### config.mk
export PLATFORM = sky130hd
export DESIGN_NAME = packet_header_rewrite
export DESIGN_NICKNAME = d
export VERILOG_FILES = /design/src/sv/phr_pkg.sv /design/src/sv/phr_dp.sv /design/src/sv/phr_ctrl.sv /design/src/sv/packet_header_rewrite.sv
export SDC_FILE = /design/constraint.sdc
export NUM_CORES = 2
export LEC_CHECK = 0
export BUFFER_PORTS_ARGS = -buffer_cell sky130_fd_sc_hd__clkbuf_2
export CAP_MARGIN = 20
export CORE_MARGIN = 2
export CORE_UTILIZATION = 25
export DETAILED_ROUTE_END_ITERATION = 6
export GPL_TIMING_DRIVEN = 1
export PLACE_DENSITY = 0.4
export SYNTH_ARGS = -nofsm -noshare
export SYNTH_HDL_FRONTEND = slang
export SYNTH_HIERARCHICAL = 1
export SYNTH_SLANG_ARGS = --single-unit
### constraint.sdc
create_clock -name clk_i -period 7 [get_ports clk_i]
set_clock_uncertainty 0.1 [all_clocks]
set_input_delay 2.1 -clock clk_i [delete_from_list [all_inputs] [get_ports clk_i]]
set_output_delay 2.1 -clock clk_i [all_outputs]
set_load 0.03 [all_outputs]
### src/sv/phr_pkg.sv
// ----------------------------------------------------------------------------
// phr_pkg
// Shared constants and controller/datapath interface types for the
// Ethernet/IPv4 header rewrite block.
// ----------------------------------------------------------------------------
package phr_pkg;

  // Default header buffer depth in 8-byte words (legal range 10..16)
  localparam int unsigned HDR_WORDS_DEF = 10;

  // Word index into the header buffer, enough for any depth in range
  localparam int unsigned IDX_W  = 4;
  // Number of held words, can reach the full depth
  localparam int unsigned HELD_W = 5;

  // Configuration port
  localparam int unsigned CFG_IDX_W  = 3;
  localparam int unsigned CFG_DATA_W = 48;

  localparam logic [CFG_IDX_W-1:0] CFG_MODE       = 3'd0;
  localparam logic [CFG_IDX_W-1:0] CFG_OLD_IP     = 3'd1;
  localparam logic [CFG_IDX_W-1:0] CFG_NEW_IP     = 3'd2;
  localparam logic [CFG_IDX_W-1:0] CFG_OLD_MAC    = 3'd3;
  localparam logic [CFG_IDX_W-1:0] CFG_NEW_MAC    = 3'd4;
  localparam logic [CFG_IDX_W-1:0] CFG_MATCH_PORT = 3'd5;

  // Mode register bit positions
  localparam int unsigned M_SRC_IP  = 0;
  localparam int unsigned M_DST_IP  = 1;
  localparam int unsigned M_SRC_MAC = 2;
  localparam int unsigned M_DST_MAC = 3;
  localparam int unsigned M_SPORT   = 4;
  localparam int unsigned M_DPORT   = 5;
  localparam int unsigned MODE_W    = 6;

  // Controller to datapath commands
  typedef struct packed {
    logic              capt;        // store the accepted word at widx
    logic [IDX_W-1:0]  widx;
    logic              pass_load;   // load output register from the input
    logic              ip_step;     // IP and MAC match rewrites
    logic              sum_step;    // checksum partial sum
    logic              fold_step;   // checksum fold and write
    logic              port_step;   // L4 port test and source MAC set
    logic              flush_load;  // load output from buffer head and shift
    logic              flush_last;  // last flag for the flushed word
    logic [HELD_W-1:0] held;        // words held for the current frame
  } phr_cmd_t;

  // Datapath to controller status
  typedef struct packed {
    logic out_free;                 // output register can take a word
  } phr_sts_t;

endpackage

### src/sv/phr_dp.sv
// ----------------------------------------------------------------------------
// phr_dp
// Datapath: configuration registers, header byte buffer, rewrite logic,
// checksum sum/fold and the output register.
// ----------------------------------------------------------------------------
module phr_dp import phr_pkg::*; #(
  parameter int unsigned HDR_WORDS = HDR_WORDS_DEF
) (
  input  logic                  clk_i,
  input  logic                  rst_ni,
  // configuration writes
  input  logic                  cfg_valid_i,
  input  logic [CFG_IDX_W-1:0]  cfg_index_i,
  input  logic [CFG_DATA_W-1:0] cfg_data_i,
  // input payload
  input  logic [63:0]           word_data_i,
  input  logic [3:0]            byte_count_i,
  input  logic                  end_of_frame_i,
  // control
  input  phr_cmd_t              cmd_i,
  output phr_sts_t              sts_o,
  // output channel
  output logic                  out_valid_o,
  input  logic                  out_ready_i,
  output logic [63:0]           out_data_o,
  output logic [3:0]            out_count_o,
  output logic                  out_last_o
);

  localparam int unsigned NB = HDR_WORDS * 8;

  // Configuration registers
  logic [MODE_W-1:0] mode_q;
  logic [31:0]       old_ip_q;
  logic [31:0]       new_ip_q;
  logic [47:0]       old_mac_q;
  logic [47:0]       new_mac_q;
  logic [15:0]       match_port_q;

  // Header buffer as bytes, frame byte p at index p
  logic [7:0]  fb_q  [NB];
  logic [7:0]  fb_d  [NB];
  logic [3:0]  cnt_q [HDR_WORDS];
  logic [3:0]  cnt_d [HDR_WORDS];
  logic [19:0] sum_q;
  logic [19:0] sum_d;

  logic [NB-1:0] pres;
  logic [15:0]   hw [10];
  logic [16:0]   ps [5];
  logic [16:0]   fold1;
  logic [15:0]   fold2;
  logic [3:0]    ihl;
  logic [31:0]   pv;
  logic [3:0]    pp;
  logic          sport_hit;
  logic          dport_hit;
  logic [63:0]   head_word;

  logic        out_valid_q;
  logic [63:0] out_data_q;
  logic [3:0]  out_count_q;
  logic        out_last_q;

  // Configuration register writes
  always_ff @(posedge clk_i or negedge rst_ni) begin
    if (!rst_ni) begin
      mode_q       <= '0;
      old_ip_q     <= '0;
      new_ip_q     <= '0;
      old_mac_q    <= '0;
      new_mac_q    <= '0;
      match_port_q <= '0;
    end else if (cfg_valid_i) begin
      case (cfg_index_i)
        CFG_MODE:       mode_q       <= cfg_data_i[MODE_W-1:0];
        CFG_OLD_IP:     old_ip_q     <= cfg_data_i[31:0];
        CFG_NEW_IP:     new_ip_q     <= cfg_data_i[31:0];
        CFG_OLD_MAC:    old_mac_q    <= cfg_data_i[47:0];
        CFG_NEW_MAC:    new_mac_q    <= cfg_data_i[47:0];
        CFG_MATCH_PORT: match_port_q <= cfg_data_i[15:0];
        default: ;
      endcase
    end
  end

  // Byte presence: word held and byte below its count (counts above 8 act as 8)
  always_comb begin
    for (int w = 0; w < HDR_WORDS; w++) begin
      for (int k = 0; k < 8; k++) begin
        pres[w*8+k] = (HELD_W'(w) < cmd_i.held) &&
                      (cnt_q[w][3] || (3'(k) < cnt_q[w][2:0]));
      end
    end
  end

  // Checksum halfwords over bytes 14..33, the checksum field reads as zero
  always_comb begin
    for (int i = 0; i < 10; i++) begin
      hw[i] = (i == 5) ? 16'h0000 : {fb_q[14+2*i], fb_q[15+2*i]};
    end
    for (int j = 0; j < 5; j++) begin
      ps[j] = 17'(hw[2*j]) + 17'(hw[2*j+1]);
    end
  end

  // End-around carry fold of the registered sum
  assign fold1 = 17'(sum_q[19:16]) + 17'(sum_q[15:0]);
  assign fold2 = 16'(fold1[16]) + fold1[15:0];

  // L4 port field at byte 14 + 4*IHL
  assign ihl = fb_q[14][3:0];
  always_comb begin
    pv = '0;
    pp = '0;
    for (int j = 0; j < 16; j++) begin
      if (ihl == 4'(j)) begin
        pv = {fb_q[14+4*j], fb_q[15+4*j], fb_q[16+4*j], fb_q[17+4*j]};
        pp = pres[14+4*j +: 4];
      end
    end
  end
  assign sport_hit = mode_q[M_SPORT] && pp[0] && pp[1] && (pv[31:16] == match_port_q);
  assign dport_hit = mode_q[M_DPORT] && pp[2] && pp[3] && (pv[15:0] == match_port_q);

  // Buffer next state
  always_comb begin
    fb_d  = fb_q;
    cnt_d = cnt_q;
    sum_d = sum_q;

    // capture
    if (cmd_i.capt) begin
      for (int w = 0; w < HDR_WORDS; w++) begin
        if (cmd_i.widx == IDX_W'(w)) begin
          for (int k = 0; k < 8; k++) begin
            fb_d[w*8+k] = word_data_i[63-8*k -: 8];
          end
          cnt_d[w] = byte_count_i;
        end
      end
    end

    // address matches
    if (cmd_i.ip_step) begin
      if (mode_q[M_SRC_IP] && (&pres[26 +: 4]) &&
          ({fb_q[26], fb_q[27], fb_q[28], fb_q[29]} == old_ip_q)) begin
        for (int k = 0; k < 4; k++) fb_d[26+k] = new_ip_q[31-8*k -: 8];
      end
      if (mode_q[M_DST_IP] && (&pres[30 +: 4]) &&
          ({fb_q[30], fb_q[31], fb_q[32], fb_q[33]} == old_ip_q)) begin
        for (int k = 0; k < 4; k++) fb_d[30+k] = new_ip_q[31-8*k -: 8];
      end
      if (mode_q[M_SRC_MAC] && (&pres[6 +: 6]) &&
          ({fb_q[6], fb_q[7], fb_q[8], fb_q[9], fb_q[10], fb_q[11]} == old_mac_q)) begin
        for (int k = 0; k < 6; k++) fb_d[6+k] = new_mac_q[47-8*k -: 8];
      end
      if (mode_q[M_DST_MAC] && (&pres[0 +: 6]) &&
          ({fb_q[0], fb_q[1], fb_q[2], fb_q[3], fb_q[4], fb_q[5]} == old_mac_q)) begin
        for (int k = 0; k < 6; k++) fb_d[k] = new_mac_q[47-8*k -: 8];
      end
    end

    // checksum sum
    if (cmd_i.sum_step) begin
      sum_d = 20'(ps[0]) + 20'(ps[1]) + 20'(ps[2]) + 20'(ps[3]) + 20'(ps[4]);
    end

    // checksum write, when an IP rewrite is enabled and bytes 14..33 are held
    if (cmd_i.fold_step) begin
      if ((mode_q[M_SRC_IP] || mode_q[M_DST_IP]) && (&pres[14 +: 20])) begin
        fb_d[24] = ~fold2[15:8];
        fb_d[25] = ~fold2[7:0];
      end
    end

    // port-selected source MAC
    if (cmd_i.port_step) begin
      if (pres[14] && (sport_hit || dport_hit) && (&pres[6 +: 6])) begin
        for (int k = 0; k < 6; k++) fb_d[6+k] = new_mac_q[47-8*k -: 8];
      end
    end

    // flush: shift the buffer down one word
    if (cmd_i.flush_load) begin
      for (int i = 0; i < NB - 8; i++) fb_d[i] = fb_q[i+8];
      for (int w = 0; w < HDR_WORDS - 1; w++) cnt_d[w] = cnt_q[w+1];
    end
  end

  always_ff @(posedge clk_i) begin
    fb_q  <= fb_d;
    cnt_q <= cnt_d;
    sum_q <= sum_d;
  end

  // Buffer head word
  always_comb begin
    for (int k = 0; k < 8; k++) head_word[63-8*k -: 8] = fb_q[k];
  end

  // Output register
  always_ff @(posedge clk_i or negedge rst_ni) begin
    if (!rst_ni) begin
      out_valid_q <= 1'b0;
    end else if (cmd_i.pass_load || cmd_i.flush_load) begin
      out_valid_q <= 1'b1;
    end else if (out_ready_i) begin
      out_valid_q <= 1'b0;
    end
  end

  always_ff @(posedge clk_i) begin
    if (cmd_i.pass_load) begin
      out_data_q  <= word_data_i;
      out_count_q <= byte_count_i;
      out_last_q  <= end_of_frame_i;
    end else if (cmd_i.flush_load) begin
      out_data_q  <= head_word;
      out_count_q <= cnt_q[0];
      out_last_q  <= cmd_i.flush_last;
    end
  end

  assign sts_o.out_free = !out_valid_q || out_ready_i;
  assign out_valid_o    = out_valid_q;
  assign out_data_o     = out_data_q;
  assign out_count_o    = out_count_q;
  assign out_last_o     = out_last_q;

endmodule

### src/sv/phr_ctrl.sv
// ----------------------------------------------------------------------------
// phr_ctrl
// Controller: frame capture, rewrite sequence, header flush and
// pass-through of the frame tail.
// ----------------------------------------------------------------------------
module phr_ctrl import phr_pkg::*; #(
  parameter int unsigned HDR_WORDS = HDR_WORDS_DEF
) (
  input  logic     clk_i,
  input  logic     rst_ni,
  input  logic     in_valid_i,
  input  logic     end_of_frame_i,
  output logic     in_ready_o,
  input  phr_sts_t sts_i,
  output phr_cmd_t cmd_o
);

  typedef enum logic [2:0] {
    ST_CAPT,
    ST_PASS,
    ST_IP,
    ST_SUM,
    ST_FOLD,
    ST_PORT,
    ST_FLUSH
  } state_e;

  state_e            state_q;
  logic [IDX_W-1:0]  widx_q;
  logic [IDX_W-1:0]  fcnt_q;
  logic [HELD_W-1:0] held_q;
  logic              eof_q;

  logic in_acc;
  logic flush_end;

  assign in_ready_o = (state_q == ST_CAPT) || ((state_q == ST_PASS) && sts_i.out_free);
  assign in_acc     = in_valid_i && in_ready_o;
  assign flush_end  = ((HELD_W'(fcnt_q) + HELD_W'(1)) == held_q);

  // Commands
  always_comb begin
    cmd_o            = '0;
    cmd_o.capt       = (state_q == ST_CAPT) && in_acc;
    cmd_o.widx       = widx_q;
    cmd_o.pass_load  = (state_q == ST_PASS) && in_acc;
    cmd_o.ip_step    = (state_q == ST_IP);
    cmd_o.sum_step   = (state_q == ST_SUM);
    cmd_o.fold_step  = (state_q == ST_FOLD);
    cmd_o.port_step  = (state_q == ST_PORT);
    cmd_o.flush_load = (state_q == ST_FLUSH) && sts_i.out_free;
    cmd_o.flush_last = flush_end && eof_q;
    cmd_o.held       = held_q;
  end

  // State and counters
  always_ff @(posedge clk_i or negedge rst_ni) begin
    if (!rst_ni) begin
      state_q <= ST_CAPT;
      widx_q  <= '0;
      fcnt_q  <= '0;
      held_q  <= '0;
      eof_q   <= 1'b0;
    end else begin
      case (state_q)
        ST_CAPT: begin
          // hold header words until frame end or buffer full
          if (in_acc) begin
            if (end_of_frame_i || (widx_q == IDX_W'(HDR_WORDS - 1))) begin
              held_q  <= HELD_W'(widx_q) + HELD_W'(1);
              eof_q   <= end_of_frame_i;
              widx_q  <= '0;
              state_q <= ST_IP;
            end else begin
              widx_q <= widx_q + IDX_W'(1);
            end
          end
        end
        ST_PASS: begin
          if (in_acc && end_of_frame_i) state_q <= ST_CAPT;
        end
        ST_IP:   state_q <= ST_SUM;
        ST_SUM:  state_q <= ST_FOLD;
        ST_FOLD: state_q <= ST_PORT;
        ST_PORT: begin
          fcnt_q  <= '0;
          state_q <= ST_FLUSH;
        end
        ST_FLUSH: begin
          // one held word per free output slot
          if (sts_i.out_free) begin
            if (flush_end) begin
              state_q <= eof_q ? ST_CAPT : ST_PASS;
            end else begin
              fcnt_q <= fcnt_q + IDX_W'(1);
            end
          end
        end
        default: state_q <= ST_CAPT;
      endcase
    end
  end

endmodule

### src/sv/packet_header_rewrite.sv
// ----------------------------------------------------------------------------
// packet_header_rewrite
// Ethernet/IPv4 header rewrite with IPv4 checksum update, top level.
// ----------------------------------------------------------------------------
// Frames arrive as 8-byte words. The first HDR_WORDS words are held, one per
// cycle, until the last word of the frame or a full buffer; the block then
// runs the rewrite steps in order (address matches, checksum sum, checksum
// fold, L4 port test) and sends the held words out one per cycle as the output
// register frees, with input stalled meanwhile. The remaining words of a longer
// frame pass through the output register at one word per cycle as it frees.
// Configuration writes are always accepted and apply to later rewrite steps.
module packet_header_rewrite import phr_pkg::*; #(
  parameter int unsigned HDR_WORDS = HDR_WORDS_DEF
) (
  input  logic                  clk_i,
  input  logic                  rst_ni,
  // configuration channel
  input  logic                  cfg_valid_i,
  output logic                  cfg_ready_o,
  input  logic [CFG_IDX_W-1:0]  cfg_index_i,
  input  logic [CFG_DATA_W-1:0] cfg_data_i,
  // input channel
  input  logic                  in_valid_i,
  output logic                  in_ready_o,
  input  logic [63:0]           word_data_i,
  input  logic [3:0]            byte_count_i,
  input  logic                  end_of_frame_i,
  // output channel
  output logic                  out_valid_o,
  input  logic                  out_ready_i,
  output logic [63:0]           out_data_o,
  output logic [3:0]            out_count_o,
  output logic                  out_last_o
);

  phr_cmd_t cmd;
  phr_sts_t sts;

  assign cfg_ready_o = 1'b1;

  phr_ctrl #(
    .HDR_WORDS (HDR_WORDS)
  ) u_ctrl (
    .clk_i          (clk_i),
    .rst_ni         (rst_ni),
    .in_valid_i     (in_valid_i),
    .end_of_frame_i (end_of_frame_i),
    .in_ready_o     (in_ready_o),
    .sts_i          (sts),
    .cmd_o          (cmd)
  );

  phr_dp #(
    .HDR_WORDS (HDR_WORDS)
  ) u_dp (
    .clk_i          (clk_i),
    .rst_ni         (rst_ni),
    .cfg_valid_i    (cfg_valid_i),
    .cfg_index_i    (cfg_index_i),
    .cfg_data_i     (cfg_data_i),
    .word_data_i    (word_data_i),
    .byte_count_i   (byte_count_i),
    .end_of_frame_i (end_of_frame_i),
    .cmd_i          (cmd),
    .sts_o          (sts),
    .out_valid_o    (out_valid_o),
    .out_ready_i    (out_ready_i),
    .out_data_o     (out_data_o),
    .out_count_o    (out_count_o),
    .out_last_o     (out_last_o)
  );

endmodule

## Word-level counts from Yosys, hierarchy flattened

Cells that the tools add are included.

- Flip-flop bits (word level): 969
- Input port bits: 125

- Muxes and demuxes: 85
- Bitwise operators: 2
- Eq/ne operators: 48
- Reductions and logical operators: 225
- Order comparisons: 86
- Add/sub/neg operators: 14

Operators by type and width:

| cell | number |
|---|---|
| $mux 64 | 13 |
| $mux 640 | 1 |
| $mux 32 | 18 |
| $mux 576 | 1 |
| $mux 48 | 4 |
| $mux 4 | 31 |
| $lt 3x3->1 const A | 36 |
| $logic_and 1x1->1 | 100 |
| $eq 48x48->1 | 2 |
| $mux 96 | 1 |
| $logic_or 1x1->1 | 82 |
| $add 16x16->17 | 4 |
| $eq 32x32->1 | 2 |
| $lt 1x3->1 const A | 20 |
| $lt 2x3->1 const A | 20 |
| $add 20x17->20 | 2 |
| $eq 4x4->1 const B | 10 |
| $mux 40 | 1 |
| $mux 36 | 1 |
| $reduce_and 2->1 | 17 |
| $eq 16x16->1 | 2 |
| $eq 4x3->1 const B | 8 |
| $mux 16 | 2 |
| $reduce_bool 2->1 | 13 |
| other kinds (31) | 69 |

## Logic depth before layout (Yosys ltp)

- Word-level depth: 28
- Mapped depth: 21

## Hierarchy

The synthesis kept the hierarchy.

By module, submodules not included:

| module | area an instance (sq um) | instances | cells each |
|---|---|---|---|
| phr_dp | 51092.8 | 1 | 4821 |
| phr_ctrl | 1013.5 | 1 | 113 |
| packet_header_rewrite | 11.3 | 1 | 2 |

## Least setup slack after synthesis

OpenSTA, ideal clock, no wires.

- Path type: in2reg
- From: input in_valid_i
- To: register u_dp/cnt_q[28] (netlist bit), enable pin
- Path slack: -1.208 ns
- Data required time: 6.312 ns
- Stages on the path: 5
- Arrival time: 7.521 ns
- Cell sequence: nand3b_1 inv_1 nor2b_1 nand2_1 o21ai_0

RTL lines:

| element | line | RTL |
|---|---|---|
| start, declared | packet_header_rewrite.sv:23 | `input logic in_valid_i,` |
| end signal, assigned | phr_dp.sv:193 | `cnt_q <= cnt_d;` |
| end, declared | phr_dp.sv:43 | `logic [3:0] cnt_q [HDR_WORDS];` |

## Worst setup path in the final report

- From: register u_dp/fb_q[370] (netlist bit)
- To: register u_dp.sum_q[16] (data pin)

- Longest elaborated chain between the ends: 2

Ends and longest elaborated chain:

| element | line | RTL |
|---|---|---|
| start, declared | phr_dp.sv:41 | `logic [7:0] fb_q [NB];` |
| start signal, assigned | phr_dp.sv:192 | `fb_q <= fb_d;` |
| $add 16x16->17 | phr_dp.sv:103 | `ps[j] = 17'(hw[2*j]) + 17'(hw[2*j+1]);` |
| $add 20x17->20 | phr_dp.sv:166 | `sum_d = 20'(ps[0]) + 20'(ps[1]) + 20'(ps[2]) + 20'(ps[3]) + 20'(ps[4]);` |
| end signal, assigned | phr_dp.sv:194 | `sum_q <= sum_d;` |
| end, declared | phr_dp.sv:45 | `logic [19:0] sum_q;` |

Every way passes these cells.
A chain may end at the register's enable or synchronous reset.

==> run_results.csv <==
group,metric,value,unit
worst_setup_path,cpPeakStageDelay,0.56,ns
synth,synth_nets,5202,
placement,dp_hpwl,201,mm
route,viasPerCell,5.42,
synth,ys_seq_area_share,50.5,%
worst_setup_path,path_common_cell,"fa_1",
clock_network,cts_buffer_depth,3,
power_and_ir_drop,power_density,672,nW/µm²
worst_setup_path,crit_slowest_cell,"fa_1",
floorplanning,dieWidth,461,µm
worst_setup_path,critPathRequiredTime,7.42,ns
worst_setup_path,critical-path-top-delay-family,"adder cells",
synth,async_flop_share,20.6,%
finish,layout_common_cells,"nand2_1 (1278), edfxtp_1 (593), o21ai_0 (416)",
clock_network,clockRootBuffer,"clkbuf_16",
power_and_ir_drop,total_power,0.0408,W
timing,relSlewSlack,23.4,%
global_routing,antenna_found_initial,37,
worst_setup_path,critPathLaunchType,"flip-flop",
status,status,"finished with violations",
clock_network,cts_buffers,116,
placement,portBuffers,195,
global_routing,grt.total_usage,25.5,%
clock_network,clk_pin_slew,0.06,ns
clock_network,htree_levels,3,
synth,synthCells,4936,
power_and_ir_drop,ir_drop,0.914,mV
floorplanning,ios,197,
clock_network,cts_tree,"yes",
route,drtIter0Drc,5270,
placement,dp_slack,1.39,ns
floorplanning,die_area,212000,µm²
global_routing,grt_pass1_wl,371,mm
finish,fin_util,29.3,%
route,antenna_left,0,
finish,area_growth,16.3,%
status,violations,"DRC",
route,num_vias,43200,
clock_network,clk_latency,0.78,ns
worst_setup_path,path_buf_inv,1,
synth,synth_cell_types,104,
timing,finalMaxSlewViolations,0,
timing,timing.final.hold_violations,0,
synth,synth_edf_count,593,
route,routed_wl,276,mm
timing,fin_crit_sh,80.8,%
timing,fin_ws,1.35,ns
global_routing,grt_pass1_vias,40800,
placement,placed_area,56600,µm²
finish,drive_gt1_share,17.1,%
clock_network,post-cts-setup-buffers,0,
power_and_ir_drop,p_leak,24.6,nW
synth,ys_ff_latch,969,
worst_setup_path,worstSetupEndpointType,"flip-flop",
timing,worst-slew-pin-transition,1.14,ns
route,drtPass1Iterations,7,
worst_setup_path,worstPathArrival,6.08,ns
finish,fillCellCount,21700,
floorplanning,start_util,25.2,%
route,drc,2,
clock_network,clkSinkCount,969,
floorplanning,core_area,207000,µm²
synth,syn-cell-area,52100,µm²
timing,finalSetupViolations,0,
route,drt-wirelength-per-cell,34.7,µm
finish,layout_commonest_cell,"nand2_1",
global_routing,grt_overflow,0,
worst_setup_path,cp_cell_sequence,"fa_1 -> fa_1 -> fa_1 -> fa_1 -> ha_1 -> inv_1 -> fa_1 -> nor2b_1 -> o21ai_0 -> a21boi_0 -> o21ai_0 -> a21boi_0 -> o2111ai_1 -> a31oi_1 -> a21o_1 -> a21oi_1 -> xnor2_1",
clock_network,holdBufCountCts,0,
placement,gp_congestion,0.961,
finish,nets,5332,
timing,fmax,177,MHz
run,cap_violations,0,
worst_setup_path,crit_fanout,5,
min_path,hp-class,"flip-flop to flip-flop",
worst_setup_path,critPathKind,"flip-flop to flip-flop",
finish,design_area,60600,µm²
synth,synth.avg_cell_area,10.6,µm²
global_routing,grt_max_degree,183,
floorplanning,std_cell_rows,167,
synth,synth_ff_type,"edfxtp_1",
floorplanning,die_h,461,µm
timing,finalCriticalPeriod,5.65,ns
synth,ys_warn_count,6,
clock_network,ctsResizeCount,0,
timing,rsz0062_at_grt,"no",
-- path summary, 6_finish.rpt --
check / endpoint / slack, ns / depth (start not counted) / from
min in group asynchronous: u_dp/out_valid_o$_DFFE_PN0P_ / 1.26 / 1 / rst_ni
max in group asynchronous: u_dp/new_ip_q[12]$_DFFE_PN0P_ / 4.25 / 2 / rst_ni
worst max-delay path: u_dp/sum_q[16]$_DFFE_PP_ / 1.35 / 17 / u_dp/fb_q[370]$_DFF_P_
worst min-delay path: u_dp/fb_q[604]$_DFF_P_ / 0.36 / 2 / u_dp/fb_q[540]$_DFFE_PP_
worst min register to register: u_dp/fb_q[604]$_DFF_P_ / 0.36 / 2 / u_dp/fb_q[540]$_DFFE_PP_
worst max register to register: u_dp/sum_q[16]$_DFFE_PP_ / 1.35 / 17 / u_dp/fb_q[370]$_DFF_P_
-- routing by layer --
metal	track usage, %	part of all wire [%]	routed length (µm)	vias to the layer above
met5	0	0.0047	13	-
met4	10.4	4.5	12300	2
met3	4.00	7.8	21600	421
met2	38.7	44	121000	2376
met1	35.9	44	122000	22400
li1	-	-	-	18000
-- logic make-up (layout without fill, tap and decap cells) --
| group | after synthesis | count (layout) | synth area share [%] |
|---|---|---|---|
| AO/OA/AOI/OAI | 995 | 995 | 12.6 |
| XOR/XNOR | 199 | 199 | 3.34 |
| adder cells (fa/ha/maj) | 144 | 144 | 5.04 |
| buffers and inverters | 409 | 640 | 3.48 |
| flip-flops | 969 | 969 | 50.5 |
| multiplexers | 541 | 541 | 11.3 |
| other | 1 | 11 | 0.00720 |
| AND/OR/NAND/NOR | 1678 | 1678 | 13.7 |
-- synth_stat cells (11+ instances only) --
master / count / area (µm²)
nand3_1: 36 / 180
dfxtp_1: 176 / 3520
buf_2: 47 / 235
a221oi_1: 24 / 210
mux2i_1: 254 / 2540
o22ai_1: 47 / 294
o221ai_1: 15 / 131
xnor2_1: 64 / 561
edfxtp_1: 593 / 17800
xor2_1: 135 / 1180
o211ai_1: 65 / 488
o311ai_1: 30 / 263
nor3_1: 31 / 155
buf_4: 25 / 188
and3_1: 18 / 113
o2bb2ai_1: 13 / 114
and2_1: 11 / 68.8
nand2_1: 1281 / 4810
nand3b_1: 11 / 82.6
ha_1: 30 / 375
nor2b_1: 27 / 169
mux2_2: 273 / 3070
clkbuf_1: 215 / 807
inv_1: 80 / 300
nor4_1: 42 / 263
a31oi_1: 19 / 119
or3_1: 12 / 75.1
buf_1: 22 / 82.6
dfrtp_1: 200 / 5000
a22o_1: 47 / 412
nand4_1: 28 / 175
a211oi_1: 24 / 180
a21o_1: 16 / 120
buf_6: 17 / 191
o21ai_0: 419 / 2100
fa_1: 111 / 2220
nand2b_1: 30 / 188
o311ai_2: 19 / 309
a21oi_1: 102 / 510
a22oi_1: 22 / 165
nor2_1: 97 / 364
-- where the power goes --
group          total [W]  switching, W  leakage (nW)  internal (W)
clock            0.00643       0.00273          1.89       0.00371
sequential        0.0114       0.00217          9.46       0.00921
combinational     0.0229        0.0145          13.3       0.00844
total             0.0408        0.0194          24.6        0.0214
-- flip-flops by register name, indices dropped and copies added (netlist names), 3 cells and up --
signal	count
u_dp/out_count_o	4
u_dp/sum_q	20
u_dp/old_mac_q	48
u_dp/new_mac_q	48
u_dp/old_ip_q	32
u_dp/fb_q	640
u_dp/cnt_q	40
u_ctrl/fcnt_q	4
u_ctrl/state_q	3
u_dp/match_port_q	16
u_dp/out_data_o	64
u_dp/mode_q	6
u_ctrl/widx_q	4
u_ctrl/held_q	5
u_dp/new_ip_q	32
-- layout make-up --
type	count	area, µm²	share of cell area, %
clock inverters	65	743	1.23
flip-flops and latches	969	26300	43.4
diodes	10	25.0	0.0413
multi-input cells	3558	24100	39.8
inverters	83	313	0.516
well taps	2788	3490	5.75
repair buffers	338	2420	3.99
clock buffers	154	3180	5.24
-- tightest hold or removal path: stages, from the launching register on --
cell      delay (ns)
edfxtp_1        0.32
nand2_1         0.05
o21ai_0         0.06
-- through the flow --
step / setup TNS, ns / cells / hold slack (ns)
after floorplan: -138.62 / 4936 / 0.318
after global placement: 0 / 7733 / 0.328
after detailed placement: 0 / 7734 / 0.336
after CTS: 0 / 7953 / 0.365
after global routing: 0 / 7955 / 0.391
final: 0 / 7965 / 0.359
No activity file was read; power rests on OpenSTA's default activity.
